## src/sv/usbc_pkg.sv

```systemverilog
// Package for the USB client register file: item types, register map
// constants and the decode result passed between the decoder and the registers.
// No dependencies.
`timescale 1ns / 1ps
`default_nettype none

package usbc_pkg;

  localparam int NUM_ENDPOINTS_DEF = 23;

  localparam logic [19:0] MAP_END = 20'h00460;

  // word indexes (byte offset >> 2)
  localparam logic [8:0] W_CTRL = 9'h000;
  localparam logic [8:0] W_IEL  = 9'h001;
  localparam logic [8:0] W_IEH  = 9'h002;
  localparam logic [8:0] W_OTG  = 9'h006;
  localparam logic [8:0] W_P2   = 9'h008;
  localparam logic [8:0] W_P3   = 9'h009;
  localparam logic [8:0] W_EP0  = 9'h040;
  localparam logic [8:0] W_EPS  = 9'h041;
  localparam logic [8:0] W_EPC  = 9'h101;

  localparam logic [31:0] CTRL_RW    = 32'h8000_0001;
  localparam logic [31:0] IEH_RW     = 32'hF800_FFFF;
  localparam logic [24:0] OTG_RW     = 25'h10303FF;
  localparam logic [26:0] P2_RW      = 27'h70307FF;
  localparam logic [26:0] P2_RESET   = 27'h0030000;
  localparam logic [9:0]  EP0_RW     = 10'h208;
  localparam logic [9:0]  EP0_SET    = 10'h122;
  localparam int          EP0_DONE   = 2;
  localparam int          EP0_INPROG = 1;
  localparam logic [7:0]  EPS_RW     = 8'h28;
  localparam logic [7:0]  EPS_STICKY = 8'h80;
  localparam logic [7:0]  EPS_IDLE   = 8'h41;
  localparam int          EPC_DIR_IN = 12;
  localparam int          EPC_ENABLE = 0;
  localparam int          CTRL_ENABLE = 0;

  typedef enum logic [3:0] {
    SEL_NONE,
    SEL_CTRL,
    SEL_IEL,
    SEL_IEH,
    SEL_OTG,
    SEL_P2,
    SEL_P3,
    SEL_EP0,
    SEL_EPS,
    SEL_EPC
  } reg_sel_t;

  typedef struct packed {
    logic        action;
    logic [19:0] offset;
    logic [31:0] write_data;
  } in_item_t;

  typedef struct packed {
    logic [31:0] read_data;
    logic        access_error;
  } out_item_t;

  typedef struct packed {
    logic       err;
    logic       wr;
    reg_sel_t   sel;
    logic [8:0] ep_rel;
  } dec_t;

endpackage

`default_nettype wire

```

## src/sv/usb_client_register_file_unit.sv

```systemverilog
// Top level of the USB client register file: input register, decode,
// register storage and result register. Depends on usbc_pkg, usbc_decode, usbc_regs.
//
// One word read or write per item. An accepted item is held in an input
// register; when the output register is free or being taken, it is decoded,
// the register state is updated and the result is loaded into the output
// register. One item is accepted every cycle while the result side keeps
// taking items. Each access sees every earlier write. Misaligned offsets or
// offsets at or beyond 0x460 return access_error with zero data and change
// nothing.
`timescale 1ns / 1ps
`default_nettype none

module usb_client_register_file_unit
  import usbc_pkg::*;
#(
  parameter int NUM_ENDPOINTS = NUM_ENDPOINTS_DEF
) (
  input  wire           clk,
  input  wire           rst_n,
  input  wire           in_valid,
  output logic          in_ready,
  input  wire in_item_t in_item,
  output logic          out_valid,
  input  wire           out_ready,
  output out_item_t     out_item
);

  logic      s1_valid_r;
  in_item_t  s1_item_r;
  logic      out_valid_r;
  out_item_t out_item_r;
  out_item_t out_item_nxt;
  logic      advance;
  dec_t      dec;
  logic [31:0] rdata;

  assign advance   = s1_valid_r && (!out_valid_r || out_ready);
  assign in_ready  = !s1_valid_r || advance;
  assign out_valid = out_valid_r;
  assign out_item  = out_item_r;

  usbc_decode #(
    .NUM_ENDPOINTS(NUM_ENDPOINTS)
  ) u_decode (
    .item (s1_item_r),
    .dec  (dec)
  );

  usbc_regs #(
    .NUM_ENDPOINTS(NUM_ENDPOINTS)
  ) u_regs (
    .clk   (clk),
    .rst_n (rst_n),
    .en    (advance),
    .dec   (dec),
    .wdata (s1_item_r.write_data),
    .rdata (rdata)
  );

  always_comb begin
    out_item_nxt.access_error = dec.err;
    out_item_nxt.read_data    = (dec.err || dec.wr) ? 32'd0 : rdata;
  end

  always_ff @(posedge clk) begin
    if (!rst_n) begin
      s1_valid_r  <= 1'b0;
      out_valid_r <= 1'b0;
    end else begin
      if (in_ready) begin
        s1_valid_r <= in_valid;
      end
      if (advance) begin
        out_valid_r <= 1'b1;
      end else if (out_ready) begin
        out_valid_r <= 1'b0;
      end
    end
  end

  always_ff @(posedge clk) begin
    if (in_ready && in_valid) begin
      s1_item_r <= in_item;
    end
    if (advance) begin
      out_item_r <= out_item_nxt;
    end
  end

endmodule

`default_nettype wire

```

## src/sv/usbc_decode.sv

```systemverilog
// Address decoder: turns an access item into a register select and endpoint slot.
// Depends on usbc_pkg.
`timescale 1ns / 1ps
`default_nettype none

module usbc_decode
  import usbc_pkg::*;
#(
  parameter int NUM_ENDPOINTS = NUM_ENDPOINTS_DEF
) (
  input  wire in_item_t item,
  output dec_t          dec
);

  logic [8:0] word;
  logic [8:0] rel_s;
  logic [8:0] rel_c;
  logic       hit_s;
  logic       hit_c;

  assign word  = item.offset[10:2];
  assign rel_s = word - W_EPS;
  assign rel_c = word - W_EPC;
  assign hit_s = (word >= W_EPS) && (rel_s < 9'(NUM_ENDPOINTS));
  assign hit_c = (word >= W_EPC) && (rel_c < 9'(NUM_ENDPOINTS));

  always_comb begin
    dec.err    = (item.offset >= MAP_END) || (item.offset[1:0] != 2'b00);
    dec.wr     = item.action;
    dec.ep_rel = hit_s ? rel_s : rel_c;
    if (hit_s) begin
      dec.sel = SEL_EPS;
    end else if (hit_c) begin
      dec.sel = SEL_EPC;
    end else begin
      case (word)
        W_CTRL:  dec.sel = SEL_CTRL;
        W_IEL:   dec.sel = SEL_IEL;
        W_IEH:   dec.sel = SEL_IEH;
        W_OTG:   dec.sel = SEL_OTG;
        W_P2:    dec.sel = SEL_P2;
        W_P3:    dec.sel = SEL_P3;
        W_EP0:   dec.sel = SEL_EP0;
        default: dec.sel = SEL_NONE;
      endcase
    end
  end

endmodule

`default_nettype wire

```

## src/sv/usbc_regs.sv

```systemverilog
// Register storage and read mux: control, interrupt enables, port controls,
// endpoint-0 status and per-endpoint status/config. Depends on usbc_pkg.
`timescale 1ns / 1ps
`default_nettype none

module usbc_regs
  import usbc_pkg::*;
#(
  parameter int NUM_ENDPOINTS = NUM_ENDPOINTS_DEF
) (
  input  wire         clk,
  input  wire         rst_n,
  input  wire         en,
  input  wire dec_t   dec,
  input  wire  [31:0] wdata,
  output logic [31:0] rdata
);

  localparam int EP_IW = (NUM_ENDPOINTS > 1) ? $clog2(NUM_ENDPOINTS) : 1;

  logic [31:0] ctrl_r;
  logic [31:0] iel_r;
  logic [31:0] ieh_r;
  logic [24:0] otg_r;
  logic [26:0] p2_r;
  logic [1:0]  p3_r;
  logic [9:0]  ep0_r;
  logic [7:0]  eps_r [NUM_ENDPOINTS];
  logic [26:0] epc_r [NUM_ENDPOINTS];

  logic [EP_IW-1:0] idx;
  logic [7:0]       eps_cur;
  logic [26:0]      epc_cur;
  logic [7:0]       eps_nxt;
  logic [9:0]       ep0_nxt;
  logic             do_wr;

  assign idx     = dec.ep_rel[EP_IW-1:0];
  assign eps_cur = eps_r[idx];
  assign epc_cur = epc_r[idx];
  assign do_wr   = en && dec.wr && !dec.err;

  always_comb begin
    eps_nxt = (wdata[7:0] & EPS_RW) | (eps_cur & EPS_STICKY);
    if (epc_cur[EPC_DIR_IN]) begin
      eps_nxt = eps_nxt | (wdata[7:0] & EPS_STICKY);
    end
    ep0_nxt = (wdata[9:0] & EP0_RW) | (ep0_r & EP0_SET) | (wdata[9:0] & EP0_SET);
    if (wdata[EP0_DONE]) begin
      ep0_nxt[EP0_INPROG] = 1'b0;
    end
  end

  always_comb begin
    case (dec.sel)
      SEL_CTRL: rdata = ctrl_r;
      SEL_IEL:  rdata = iel_r;
      SEL_IEH:  rdata = ieh_r;
      SEL_OTG:  rdata = {7'd0, otg_r};
      SEL_P2:   rdata = {5'd0, p2_r};
      SEL_P3:   rdata = {30'd0, p3_r};
      SEL_EP0:  rdata = {22'd0, ep0_r};
      SEL_EPS:  rdata = {24'd0, eps_cur |
                         ((epc_cur[EPC_DIR_IN] && epc_cur[EPC_ENABLE]) ? EPS_IDLE : 8'h00)};
      SEL_EPC:  rdata = {5'd0, epc_cur};
      default:  rdata = 32'd0;
    endcase
  end

  always_ff @(posedge clk) begin
    if (!rst_n) begin
      ctrl_r <= '0;
      iel_r  <= '0;
      ieh_r  <= '0;
      otg_r  <= '0;
      p2_r   <= P2_RESET;
      p3_r   <= '0;
      ep0_r  <= '0;
      for (int i = 0; i < NUM_ENDPOINTS; i++) begin
        eps_r[i] <= '0;
        epc_r[i] <= '0;
      end
    end else if (do_wr) begin
      case (dec.sel)
        SEL_CTRL: ctrl_r <= wdata & CTRL_RW;
        SEL_IEL:  iel_r  <= wdata;
        SEL_IEH:  ieh_r  <= wdata & IEH_RW;
        SEL_OTG:  otg_r  <= wdata[24:0] & OTG_RW;
        SEL_P2:   p2_r   <= wdata[26:0] & P2_RW;
        SEL_P3:   p3_r   <= wdata[1:0];
        SEL_EP0:  ep0_r  <= ep0_nxt;
        SEL_EPS:  eps_r[idx] <= eps_nxt;
        SEL_EPC: begin
          if (!ctrl_r[CTRL_ENABLE]) begin
            epc_r[idx] <= wdata[26:0];
          end
        end
        default: ;
      endcase
    end
  end

endmodule

`default_nettype wire

```

## config.mk

```make
export PLATFORM = sky130hd
export DESIGN_NAME = usb_client_register_file_unit
export DESIGN_NICKNAME = d
export VERILOG_FILES = /design/src/sv/usbc_pkg.sv /design/src/sv/usb_client_register_file_unit.sv /design/src/sv/usbc_decode.sv /design/src/sv/usbc_regs.sv
export SDC_FILE = /design/constraint.sdc
export NUM_CORES = 2
export LEC_CHECK = 0
export ABC_AREA = 1
export BUFFER_PORTS_ARGS = -buffer_cell sky130_fd_sc_hd__buf_2
export CELL_PAD_IN_SITES_DETAIL_PLACEMENT = 0
export CELL_PAD_IN_SITES_GLOBAL_PLACEMENT = 1
export CORE_MARGIN = 5
export CORE_UTILIZATION = 51
export DETAILED_ROUTE_END_ITERATION = 8
export PLACE_DENSITY = 0.8
export SETUP_SLACK_MARGIN = 0.4
export SYNTH_ARGS = -nofsm -noshare
export SYNTH_HDL_FRONTEND = slang
export SYNTH_SLANG_ARGS = --single-unit
```

## constraint.sdc

```tcl
create_clock -name clk -period 5.61 [get_ports clk]
set_clock_uncertainty 0.1 [all_clocks]
set_input_delay 0.2805 -clock clk [delete_from_list [all_inputs] [get_ports clk]]
set_output_delay 0.2805 -clock clk [all_outputs]
set_load 0.02 [all_outputs]
```

Word level (Yosys, flattened, before mapping)
Memory sizes are Yosys's and may differ from the RTL's.
Index checks and enable logic that the tools add are counted.
- register bits: 184
- input bits: 57
- bits in latches: 0
- ROM bits: 0
- output and inout port bits: 35
- RAM bits: 805
- memories: 2
- shifts and indexed selects: 0
- reduce and logical (&&, ||, !) cells: 26
- div/mod/pow operators: 0
- multiplexer cells: 26
- add/sub/neg operators: 2
- multiply operators: 0
- $lt $le $gt $ge: 5
- equality and inequality tests: 15
- bitwise operators: 5
- memory list (name ; depth ; bits a word ; read ports ; clocked after memory_dff ; write ports ; line ; text):
    u_regs.epc_r ; 23 ; 27 ; 1 ; 0 ; 23 ; usbc_regs.sv:29 ; logic [26:0] epc_r [NUM_ENDPOINTS];
    u_regs.eps_r ; 23 ; 8 ; 1 ; 0 ; 23 ; usbc_regs.sv:28 ; logic [7:0] eps_r [NUM_ENDPOINTS];
- operators by type and width (operator ; number):
    $pmux W32 S9 ; 1
    $mux W27 ; 1
    $reduce_or A27 Y1 ; 1
    $pmux W3 S7 ; 1
    $ge A20 B11 Y1 const B ; 1
    $or A10 B9 Y10 ; 2
    $eq A9 B4 Y1 const B ; 2
    $lt A9 B5 Y1 const B ; 2
    $eq A4 B3 Y1 const B ; 4
    $mux W8 ; 2
    $or A8 B8 Y8 ; 2
    $mux W1 ; 15
    $mux W5 ; 3
    $reduce_and A2 Y1 ; 7
    $eq A9 B1 Y1 const B ; 1
    $eq A9 B2 Y1 const B ; 1
    $eq A9 B3 Y1 const B ; 1
    $eq A9 B7 Y1 const B ; 1
    $ge A9 B7 Y1 const B ; 1
    $ge A9 B9 Y1 const B ; 1
    $logic_not A9 Y1 ; 1
    $sub A9 B7 Y9 const B ; 1
    $sub A9 B9 Y9 const B ; 1
    $eq A4 B2 Y1 const B ; 2
    other kinds (10) ; 24

Depth between registers and ports, before layout
- depth after elaboration: 12
- gate-level depth with buffers: 24
- gate-level depth less buffers: 17

Cells and area by module
From an unflattened synthesis, not the netlist that was laid out.
- cell total of the unflattened synthesis: 4722
- area total of the unflattened synthesis: 48664.2 µm²
- by module, submodules not included (module ; area an instance (µm²) ; times used ; cells each):
    usbc_regs ; 45113.3 ; 1 ; 4447
    usb_client_register_file_unit ; 2985.4 ; 1 ; 168
    usbc_decode ; 565.5 ; 1 ; 107

Worst setup path before layout
OpenSTA, ideal clock, no wires.
- kind: reg-to-reg
- start point: reg s1_item_r[34] (netlist bit)
- end point: mem u_regs.epc_r[12][0] (enable)
- required time: 5126 ps
- stages on the path, launching flop included: 21
- library setup time: 384 ps
- arrival: 4204 ps
- setup slack: 922 ps
- path through: edfxtp_1 -> buf_2 -> inv_2 -> buf_2 -> buf_2 -> buf_1 -> buf_1 -> ha_1 -> buf_2 -> nand2_1 -> inv_2 -> nor2_2 -> nand3_4 -> inv_2 -> nand2_2 -> nand3_4 -> nor4_4 -> buf_12 -> nand2_8 -> buf_6 -> nand2_1
- RTL lines (what ; line ; text):
    from (decl) ; usb_client_register_file_unit.sv:30 ; in_item_t s1_item_r;
    from (signal assigned) ; usb_client_register_file_unit.sv:84 ; s1_item_r <= in_item;
    to (decl) ; usbc_regs.sv:29 ;

==> results.md <==
* FF+latch area at ~32000 µm²
* Reg2Reg Depth at 14
* Cell total after placement at approximately 5700
* Post-Syn Area at roughly 48000 µm²
* Die height at ~320 µm
* Critical path startpoint category: flop
* Routed Antenna Nets at 0
* Pwr/cell area at ~340 nW/µm²
* Status: finished, final reports clean
* Simple logic cell fraction of the synthesized area at approximately a fifth
* Worst Setup Path Type: reg2reg
* Critical Path RT at 5.91 ns
* Post-synthesis compound-gate area fraction at approximately a tenth
* Mapped Cells at between 4000 and 5000
* Placer Congestion at roughly 0.92
* Port Buffer Count at 91
* CTS Buf Count at ~110
* Final hold viol count at 0
* First-pass DRT Iterations at 6
* Total power at between 15 and 20 mW
* DIE AREA at about 100000 µm²
* Async set-or-reset flop fraction in the synthesized netlist at 0%
* Setup violators final at 0
* Mux share of post-synthesis cell area at 0%
* Top cells by count, synth: edfxtp_1 (998), nand2_1 (954), nor2_1 (535)
* Starting DRT DRC Count at roughly 3600
* Drt via density at between 5 and 6
* Count of cell types in the netlist at 44
* Clk buf depth at 3
* CP Capture Type: flop
* Vias in the first global route at ~32000
* F_max at about 210 MHz
* Largest family of logic cells by synthesized area: simple AND/OR/NAND/NOR gates
* Main flop type after synthesis: edfxtp_1
* Largest area contributor in the netlist: edfxtp_1
* Largest net degree at the start of global routing at 175
* DP HPWL at 80800 µm
* Post-synthesis sequential area ratio at roughly two thirds
* GRT Overall Usage at 25.9%
* Yosys reg bits at ~1100
* Ys Warns at 0
* Core Box Area at 93200 µm²
* Residual DRC at 0
* Area Overhead vs Synth at 13.2%
* Max-cap viol count at 0
* Initial antenna violation count at 0
* Adder-cell share of the synthesized area at 0.105%
* DIE WIDTH at approximately 320 µm
* Root buf cell: clkbuf_16
* Final Cell Area at 54100 µm²
* Peak supply drop at roughly 0.27 mV
* Area share of the largest cell type after synthesis at 62.7%
* Fillers at 7842
* Worst-margin pin slew at 1.23 ns
* Initial Util at between 50% and 60%
* Clk_lat worst skew at 0.71 ns
* Share of cells above drive strength 1 at 15.1%
* Worst hold stages at 2
* Fin cells at slightly below 6000
* Clk pin slew, worst setup/hold paths at 0.06 ns
* Final period util at between 80 and 90%
* Most frequent cell after synthesis: edfxtp_1
* Multi-input gate area at approximately 15000 µm²
* Worst EP arrival at 5.08 ns
* Slew margin rel. at roughly 18%
* Fin. max-slew vios at 0
* Post-CTS Setup Bufs at 0
* Routed WL per cell at roughly 22 µm
* Leak at a little over 20 nW
* Total inserted antenna cells at 0
* Clock Sinks at between 1000 and 1500
* Placed Instance Area at 49900 µm²
* RSZ-0062 raised after global routing: no
* H-tree Lvls at 3
* Post-synthesis xor/xnor area fraction at 0%
* Post-layout min period at 4.78 ns
* Total grt overflow at 0
* Routed WL at between 100000 and 150000 µm
* Post-synth EDFFs at approximately 1000
* First-pass GRT wire length at approximately 200000 µm
* CTS tree: yes
* I/O Pins at just over 90
* Area contributors post-synth: edfxtp_1 (63%), nand2_1 (7.5%), a21oi_1 (4.3%), nor2_2 (4.3%), nor2_1 (4.2%)
* Crit path max fanout at 77
* Via count at about 33000
* Nets at between 4000 and 5000
* Setup Total Neg Slack at 0 ns
* Mean Syn Cell Area at ~11 µm²
* Worst min-delay path class: in2reg
* Num rows at approximately 110
## layout by cell type, fill, tap and decap left out, types with 37 or more instances in the layout
cell type and instances:
edfxtp_1 998, nand2_1 954, nor2_1 533, a21oi_1 410, nor2_2 328, conb_1 219
nand3_1 174, o21ai_0 143, clkbuf_16 116, inv_1 93, dfxtp_1 93, buf_2 90
a22oi_1 83, buf_4 71, dlygate4sd3_1 56, o22ai_1 40, a32oi_1 39, clkbuf_1 38
clkinv_1 37
## per-layer routing
metal / GRT usage [%] / up-vias / share of wire (%)
met3: 3.12 / 244 / 6.2
met2: 42.8 / 1277 / 49
met1: 36.1 / 16196 / 41
li1: - / 15461 / -
met4: 8.94 / 0 / 3.7
met5: 0 / - / 0
## through the flow
stage          util, %  setup slack (ns)  hold slack [ns]
3_3_place_gp      53.5             0.922            0.332
6_report          58.0             0.833            0.183
5_1_grt           58.0             0.636            0.165
3_5_place_dp      53.5             0.843            0.336
2_1_floorplan        -             0.922            0.279
4_1_cts           58.0             0.801            0.139
## sequential cells by signal, indices dropped and copies added (netlist names)
signal and count:
out_item 33, out_valid 1, s1_item_r 53, s1_valid_r 1, u_regs.ctrl_r 2, u_regs.ep0_r 5, u_regs.epc_r 816, u_regs.eps_r 96
u_regs.ieh_r 21, u_regs.iel_r 32, u_regs.otg_r 13, u_regs.p2_r 16, u_regs.p3_r 2
## where the power goes
part           switching (mW)  leakage, nW  total (mW)  internal [mW]
Sequential              0.115         10.9        9.28           9.16
Clock                    3.14         1.76        7.38           4.24
Combinational            1.13         7.63        1.53          0.400
Total                    4.39         20.3        18.2           13.8
## repair_timing
action                                  CTS  global route
endpoints found under the hold margin    89             0
endpoints found under the setup margin    0             0
hold buffers                             56             0
gates resized for setup                   0             0
## final timing paths
kind	from	end	slack (ns)
hold / removal	in_item[20]	s1_item_r[20]$_DFFE_PP_	0.18
setup / recovery	s1_item_r[34]$_DFFE_PP_	u_regs.epc_r[4][19]$_SDFFCE_PN0P_	0.83
hold reg to reg	u_regs.p2_r[4]$_SDFFE_PN0P_	u_regs.p2_r[4]$_SDFFE_PN0P_	0.34
setup reg to reg	s1_item_r[34]$_DFFE_PP_	u_regs.epc_r[4][19]$_SDFFCE_PN0P_	0.83
## critical path, cell delays in order (launching register included)
cell      delay [ns]
edfxtp_1        0.51
inv_8           0.37
ha_4            0.28
nand2_1         0.14
inv_2           0.11
nor2_4          0.04
nand3_4         0.32
inv_2           0.13
nand2_2         0.11
nand3_4         0.25
nor4_4          0.35
buf_12          0.41
nand2_8         0.30
nand2_1         0.69
buf_12          0.24
## kinds of logic (layout without fill, tap and decap cells)
family | after synthesis | in the layout
simple gates | 2061 | 2061
flops | 1091 | 1091
compound gates | 776 | 776
buf+inv | 449 | 565
fa+ha+maj | 4 | 4
other cells | 1 | 219
## area by class of cell
| cell class | instances | share of cell area, % |
|---|---|---|
| clock buffers | 163 | 5.86 |
| well taps | 1254 | 2.90 |
| inverters | 122 | 0.877 |
| flip-flops and latches | 1091 | 58.9 |
| repair buffers | 231 | 3.37 |
| multi-input cells | 3060 | 27.3 |
| clock inverters | 49 | 0.865 |
(Power assumes the default switching activity.)
